--- config.mk ---
export PLATFORM = sky130hd
export DESIGN_NAME = shift_and_string_matcher_flat
export DESIGN_NICKNAME = d
export VERILOG_FILES = /design/src/rtl/core/sasm_pkg.sv /design/src/rtl/core/sasm_in_if.sv /design/src/rtl/core/sasm_out_if.sv /design/src/rtl/core/sasm_cell.sv /design/src/rtl/core/shift_and_string_matcher.sv /design/src/flat_wrapper.sv
export SDC_FILE = /design/constraint.sdc
export NUM_CORES = 2
export LEC_CHECK = 0
export BUFFER_PORTS_ARGS = -buffer_cell sky130_fd_sc_hd__buf_4
export CAP_MARGIN = 40
export CELL_PAD_IN_SITES_DETAIL_PLACEMENT = 0
export CELL_PAD_IN_SITES_GLOBAL_PLACEMENT = 1
export CORE_AREA = 10 10 329 458
export CTS_CLUSTER_DIAMETER = 50
export DETAILED_ROUTE_END_ITERATION = 16
export DIE_AREA = 0 0 339 468
export HOLD_SLACK_MARGIN = 0.1
export PLACE_DENSITY_LB_ADDON = 0.1
export SLEW_MARGIN = 10
export SYNTH_ARGS = -nofsm -noshare
export SYNTH_HDL_FRONTEND = slang
export SYNTH_SLANG_ARGS = --single-unit
export TNS_END_PERCENT = 5
--- constraint.sdc ---
create_clock -name clk -period 6.56 [get_ports clk]
set_input_delay 0.656 -clock clk [delete_from_list [all_inputs] [get_ports clk]]
set_output_delay 0.656 -clock clk [all_outputs]
set_load 0.03 [all_outputs]
--- src/rtl/core/sasm_pkg.sv ---
// Shared types and constants for the Shift-And string matcher.
// Depends on nothing; every other file of the block imports it.
package sasm_pkg;

  localparam int OPCODE_W = 2;
  localparam int SYMBOL_W = 5;
  localparam int POS_W    = 6;
  localparam int LEN_W    = 6;
  localparam int INDEX_W  = 32;

  localparam logic [OPCODE_W-1:0] OP_CLEAR = 2'd0;
  localparam logic [OPCODE_W-1:0] OP_LOAD  = 2'd1;
  localparam logic [OPCODE_W-1:0] OP_TEXT  = 2'd2;

  typedef struct packed {
    logic                clear;
    logic                load;
    logic                text;
    logic                sym_ok;
    logic [SYMBOL_W-1:0] symbol;
  } sasm_ctrl_t;

endpackage

--- src/rtl/core/sasm_in_if.sv ---
// Input channel of the matcher: opcode, symbol and pattern position.
// Depends on sasm_pkg for the field widths.
interface sasm_in_if;
  import sasm_pkg::*;

  logic                valid;
  logic                ready;
  logic [OPCODE_W-1:0] opcode;
  logic [SYMBOL_W-1:0] symbol;
  logic [POS_W-1:0]    position;

  modport source (output valid, output opcode, output symbol, output position, input ready);
  modport sink   (input valid, input opcode, input symbol, input position, output ready);
endinterface

--- src/rtl/core/sasm_out_if.sv ---
// Result channel of the matcher: match flag and start index.
// Depends on sasm_pkg for the field widths.
interface sasm_out_if;
  import sasm_pkg::*;

  logic               valid;
  logic               ready;
  logic               match;
  logic [INDEX_W-1:0] match_start;

  modport source (output valid, output match, output match_start, input ready);
  modport sink   (input valid, input match, input match_start, output ready);
endinterface

--- src/rtl/core/sasm_cell.sv ---
// One pattern position: its column of the symbol mask table and its match bit.
// Depends on sasm_pkg for the control struct.
module sasm_cell import sasm_pkg::*; #(
  parameter int ALPHABET = 26
) (
  input  logic       clk,
  input  logic       rst,
  input  sasm_ctrl_t ctrl,
  input  logic       load_sel,
  input  logic       prev_bit,
  output logic       state_bit,
  output logic       next_bit
);

  localparam int SymW = (ALPHABET > 1) ? $clog2(ALPHABET) : 1;

  logic [ALPHABET-1:0] column;
  logic [SymW-1:0]     sym_idx;

  assign sym_idx  = SymW'(ctrl.symbol);
  assign next_bit = prev_bit & ctrl.sym_ok & column[sym_idx];

  always_ff @(posedge clk) begin
    if (rst || ctrl.clear) begin
      column    <= '0;
      state_bit <= 1'b0;
    end else begin
      if (load_sel) begin
        column[sym_idx] <= 1'b1;
      end
      if (ctrl.text) begin
        state_bit <= next_bit;
      end
    end
  end

endmodule

--- src/rtl/core/shift_and_string_matcher.sv ---
// Shift-And exact string matcher. One transaction is accepted in every cycle while the
// output stage has room, and its result is registered there; the rate is set by the
// row of pattern cells, which update the whole match vector together. A clear
// transaction empties the mask table, the match vector and the text counter at once.
// The output stage holds two results, so input is taken while one result waits.
module shift_and_string_matcher import sasm_pkg::*; #(
  parameter int MAX_PATTERN = 63,
  parameter int ALPHABET    = 26
) (
  input  logic             clk,
  input  logic             rst,
  input  logic             cfg_wr_en,
  input  logic [LEN_W-1:0] cfg_wr_data,
  sasm_in_if.sink          text_in,
  sasm_out_if.source       result
);

  logic [LEN_W-1:0]       pattern_length;
  logic [INDEX_W-1:0]     text_index;
  logic                   accept;
  sasm_ctrl_t             ctrl;
  logic [MAX_PATTERN-1:0] state_vec;
  logic [MAX_PATTERN-1:0] next_vec;
  logic [63:0]            next_ext;
  logic                   hit;
  logic [INDEX_W-1:0]     start;
  logic                   new_match;
  logic [INDEX_W-1:0]     new_start;
  logic                   skid_valid;
  logic                   skid_match;
  logic [INDEX_W-1:0]     skid_start;
  logic                   pop;

  assign text_in.ready = !skid_valid;
  assign accept        = text_in.valid && text_in.ready;

  always_comb begin
    ctrl.clear  = accept && (text_in.opcode == OP_CLEAR);
    ctrl.load   = accept && (text_in.opcode == OP_LOAD);
    ctrl.text   = accept && (text_in.opcode == OP_TEXT);
    ctrl.sym_ok = (32'(text_in.symbol) < ALPHABET);
    ctrl.symbol = text_in.symbol;
  end

  for (genvar p = 0; p < MAX_PATTERN; p++) begin : g_cell
    logic load_sel;
    logic prev_bit;

    assign load_sel = ctrl.load && ctrl.sym_ok && (text_in.position == POS_W'(p));
    if (p == 0) begin : g_first
      assign prev_bit = 1'b1;
    end else begin : g_rest
      assign prev_bit = state_vec[p-1];
    end

    sasm_cell #(
      .ALPHABET (ALPHABET)
    ) u_cell (
      .clk       (clk),
      .rst       (rst),
      .ctrl      (ctrl),
      .load_sel  (load_sel),
      .prev_bit  (prev_bit),
      .state_bit (state_vec[p]),
      .next_bit  (next_vec[p])
    );
  end

  // Bits above the pattern width read as zero, so an overlong length never matches.
  assign next_ext  = 64'(next_vec);
  assign hit       = (pattern_length != '0) && next_ext[pattern_length - LEN_W'(1)];
  assign start     = text_index - INDEX_W'(pattern_length) + INDEX_W'(1);
  assign new_match = ctrl.text && hit;
  assign new_start = new_match ? start : '0;

  always_ff @(posedge clk) begin
    if (rst) begin
      pattern_length <= LEN_W'(1);
    end else if (cfg_wr_en) begin
      pattern_length <= cfg_wr_data;
    end
  end

  always_ff @(posedge clk) begin
    if (rst || ctrl.clear) begin
      text_index <= '0;
    end else if (ctrl.text) begin
      text_index <= text_index + INDEX_W'(1);
    end
  end

  assign pop = result.valid && result.ready;

  always_ff @(posedge clk) begin
    if (rst) begin
      result.valid <= 1'b0;
      skid_valid   <= 1'b0;
    end else if (skid_valid) begin
      if (pop) begin
        result.valid <= 1'b1;
        skid_valid   <= 1'b0;
      end
    end else if (!result.valid || pop) begin
      result.valid <= accept;
    end else if (accept) begin
      skid_valid <= 1'b1;
    end
  end

  always_ff @(posedge clk) begin
    if (skid_valid) begin
      if (pop) begin
        result.match       <= skid_match;
        result.match_start <= skid_start;
      end
    end else if (!result.valid || pop) begin
      result.match       <= new_match;
      result.match_start <= new_start;
    end else if (accept) begin
      skid_match <= new_match;
      skid_start <= new_start;
    end
  end

endmodule

--- src/flat_wrapper.sv ---
// flat-port wrapper written by rule: the top's interface ports become plain ports
module shift_and_string_matcher_flat import sasm_pkg::*;
#(
  parameter int MAX_PATTERN = 63,
  parameter int ALPHABET    = 26
)
  (clk, rst, cfg_wr_en, cfg_wr_data, text_in_valid, text_in_opcode, text_in_symbol, text_in_position, text_in_ready, result_valid, result_match, result_match_start, result_ready);
  sasm_in_if text_in_i ();
  sasm_out_if result_i ();
  input  logic clk;
  input  logic rst;
  input  logic cfg_wr_en;
  input  logic [LEN_W-1:0] cfg_wr_data;
  input wire logic [$bits(text_in_i.valid)-1:0] text_in_valid;
  input wire logic [$bits(text_in_i.opcode)-1:0] text_in_opcode;
  input wire logic [$bits(text_in_i.symbol)-1:0] text_in_symbol;
  input wire logic [$bits(text_in_i.position)-1:0] text_in_position;
  output wire logic [$bits(text_in_i.ready)-1:0] text_in_ready;
  output wire logic [$bits(result_i.valid)-1:0] result_valid;
  output wire logic [$bits(result_i.match)-1:0] result_match;
  output wire logic [$bits(result_i.match_start)-1:0] result_match_start;
  input wire logic [$bits(result_i.ready)-1:0] result_ready;
  assign text_in_i.valid = text_in_valid;
  assign text_in_i.opcode = text_in_opcode;
  assign text_in_i.symbol = text_in_symbol;
  assign text_in_i.position = text_in_position;
  assign text_in_ready = text_in_i.ready;
  assign result_valid = result_i.valid;
  assign result_match = result_i.match;
  assign result_match_start = result_i.match_start;
  assign result_i.ready = result_ready;
  shift_and_string_matcher #(.MAX_PATTERN(MAX_PATTERN), .ALPHABET(ALPHABET)) u_core (.clk(clk), .rst(rst), .cfg_wr_en(cfg_wr_en), .cfg_wr_data(cfg_wr_data), .text_in(text_in_i), .result(result_i));
endmodule
==> results.py <==
metrics = {
    "pwr": {
        "ir_worst_vdd_mv": 0.226,
        "seq_power_share_pct": 48.6,
        "clkPwrFrac_pct": 45.7,
        "finalPower_mw": 22.8,
        "switching_share_pct": 23.9,
        "p_leak_nw": 29.7,
        "switching_power_mw": 5.45,
        "powerDensity_mw_per_mm2": 284,
        "p_int_mw": 17.4,
        "combPwrFrac_pct": 5.7,
    },
    "logic_synthesis": {
        "synth-async-reset-ratio_pct": 0,
        "netlist_area_mm2": 0.0719,
        "synth_top_area_share_pct": 48.5,
        "syn_nets": 8104,
        "ys_types": 86,
        "synth_cells": 8016,
        "synth_area_per_cell_um2": 8.97,
        "synth_area_leaders": "dfxtp_1 (48%), a21oi_1 (12%), nor2_1 (10%)",
        "synth-main-ff-cell": "dfxtp_1",
        "synth_edf_count": 66,
        "synth_seq_cells": 1806,
        "yosysWarnings": 0,
        "synth_area_leader_cell": "dfxtp_1",
        "seq_area_frac_synth_pct": 51.2,
    },
    "global_routing": {
        "grt_overflow": 0,
        "grt_usage_pct": 31.1,
        "grt_pass1_wl_um": 376000,
        "grt_pass1_vias": 56700,
        "antenna_found_initial": 11,
        "grt_max_degree": 239,
    },
    "setup_path": {
        "critPathRequiredTime_ps": 7200,
        "crit_chain": "buf_4 > and3b_1 > and2_4 > a221oi_1 > o211ai_1 > mux2_2 > a2bb2oi_1 > a31oi_1 > or4_1 > a32o_2 > buf_12 > o31ai_1",
        "worstSetupPathType": "in -> reg",
        "cp_max_fo": 66,
        "slowest_stage": "and2_4",
        "crit_arrival_ps": 5570,
        "max_stage_delay_ps": 820,
        "cp-end-kind": "register",
        "start_kind": "input pin",
    },
    "floorplanning": {
        "fp-row-count": 164,
        "core-area_mm2": 0.142,
        "pin_count": 59,
        "die_h_um": 468,
        "initial_core_util_pct": 50.6,
        "die_area_mm2": 0.159,
        "fp.dieW_um": 339,
    },
    "timing": {
        "holdWs_ps": 155,
        "slew_headroom_pct": 17.0,
        "tns_ps": 0,
        "maxSlewViolCount": 0,
        "finalCritPeriodShare_pct": 75.1,
        "setup_ws_ps": 1630,
        "final_hold_viol_count": 0,
        "worstMarginPinSlew_ps": 1240,
        "fmax_mhz": 203,
        "layout_min_cycle_time_ps": 4930,
        "clock_skew_ps": 39.4,
        "rsz0062_at_grt": "false",
        "setup-violations-final": 0,
    },
    "final_layout": {
        "final_nets": 7894,
        "layout_commonest_cell": "nor2_1",
        "layout-drive-gt1-share_pct": 10.3,
        "areaGrowthSynthToFinish_pct": 12.0,
        "final_util_pct": 56.6,
        "fin_area_mm2": 0.0805,
        "fill_cells": 12900,
        "layout_common_cells": "nor2_1 (1882), a21oi_1 (1744), dfxtp_1 (1740), mux2i_1 (487), nand2_1 (232)",
        "fin_cells": 9855,
    },
    "clock_network": {
        "cts_buffer_depth": 3,
        "clkSinkCount": 1806,
        "ctsResizeCount": 0,
        "htreeDepth": 4,
        "clk_pin_slew_ps": 60,
        "cts_tree": "done",
        "cts-root-buf": "clkbuf_16",
        "cts_buffers": 174,
        "clock_latency_ps": 840,
    },
    "placement": {
        "dpl.hpwl_um": 156000,
        "port_buffers": 58,
        "place_congestion": 0.919,
        "place_area_mm2": 0.0745,
        "post-place-ws_ps": 952,
        "placed_cells": 9527,
    },
    "detailed_routing": {
        "postRouteAntennaNets": 0,
        "vias_per_cell": 6.11,
        "drtIter0Drc": 6605,
        "drt_pass1_iterations": 6,
        "routedWlPerCell_um": 26.1,
        "route.detailed.drc": 0,
        "vias": 60200,
        "wl_um": 257000,
    },
    "status": {
        "status": "finished clean",
    },
    "run": {
        "cap_viol_max_count": 0,
    },
    "hold_path": {
        "hp-class": "in -> reg",
    },
}
==> layout make-up <==
cell class,instances,area (um2),share of cell area (%)
repair buffers,312,3110,3.86
multi-input cells,5425,31900,39.7
clock inverters,52,637,0.791
inverters,87,327,0.406
well taps,1909,2390,2.97
clock buffers,262,5290,6.57
diodes,2,5.00,0.00622
flip-flops and latches,1806,36800,45.7
==> cells by family (layout without fill, tap and decap cells) <==
| group | count (synthesis) | after routing | share of synthesized area (%) |
|---|---|---|---|
| xor gates and xnor gates | 59 | 59 | 0.719 |
| buffers and inverters | 785 | 713 | 4.93 |
| AOI/OAI and AO/OA | 2263 | 2263 | 17.2 |
| and+or+nand+nor | 2397 | 2397 | 13.3 |
| adders and majority gates | 64 | 64 | 1.12 |
| other | 0 | 2 | 0 |
| muxes | 642 | 642 | 11.5 |
| DFF | 1806 | 1806 | 51.2 |
==> final timing paths <==
| check | from | to | slack, ps | cells past startpoint |
|---|---|---|---|---|
| setup / recovery | text_in_symbol[3] | u_core.result.match_start[30] | 1630 | 12 |
| hold / removal | text_in_valid | u_core.skid_valid | 150 | 3 |
| setup reg to reg | u_core.text_index[1] | u_core.result.match_start[31] | 1910 | 16 |
| hold reg to reg | u_core.g_cell[4].u_cell.state_bit | u_core.g_cell[4].u_cell.state_bit | 450 | 2 |
==> what timing repair did <==
action,4_1_cts,5_1_grt
hold buffers,12,0
endpoints found under the hold margin,8,0
buffers inserted,0,0
==> cells in the mapped netlist (all sizes together) (17+ instances only) <==
cell and instances:
buf 210, o22ai 181, clkbuf 488, inv 85, a22oi 58, nand4 20, nand2 232, o21ai 85
and3 17, mux2i 487, nor3 41, a21oi 1744, o211ai 17, nand3 63, ha 63, mux4 145
a221oi 26, nor2 1930, a211oi 27, xnor2 47, dfxtp 1740, edfxtp 66
==> state kept, by name (all words and copies together) (netlist names) <==
name                            count
u_core.text_index                  32
u_core.result.match                 1
u_core.g_cell.u_cell.column      1638
u_core.skid_valid                   1
u_core.result.valid                 1
u_core.skid_match                   1
u_core.pattern_length               6
u_core.g_cell.u_cell.state_bit     62
u_core.skid_start                  32
u_core.result.match_start          32
==> power groups by stage <==
stage | clock (mW) | combinational [mW] | sequential, mW
after detailed placement | 0 | 1.27 | 11.3
after global routing | 11.0 | 1.34 | 11.1
after CTS | 10.5 | 1.27 | 11.1
final | 10.4 | 1.30 | 11.1
after floorplan | 0 | 0.710 | 11.4
after global placement | 0 | 1.25 | 11.3
==> routing by layer <==
layer	routed length (um)	GRT usage [%]	share of wire [%]	vias to the layer above
met5	88	0	0.034	-
met4	16100	17.6	6.3	12
met3	19300	5.25	7.5	686
met2	120000	51.5	47	2539
met1	102000	38.3	40	29700
li1	-	-	-	27300
==> worst max-delay path, delay by kind of cell <==
family / cells / cell delay [ps]
mux: 1 / 240
buf+inv: 2 / 850
compound gates: 6 / 1840
simple gates: 3 / 1900
(Power assumes the default switching activity.)
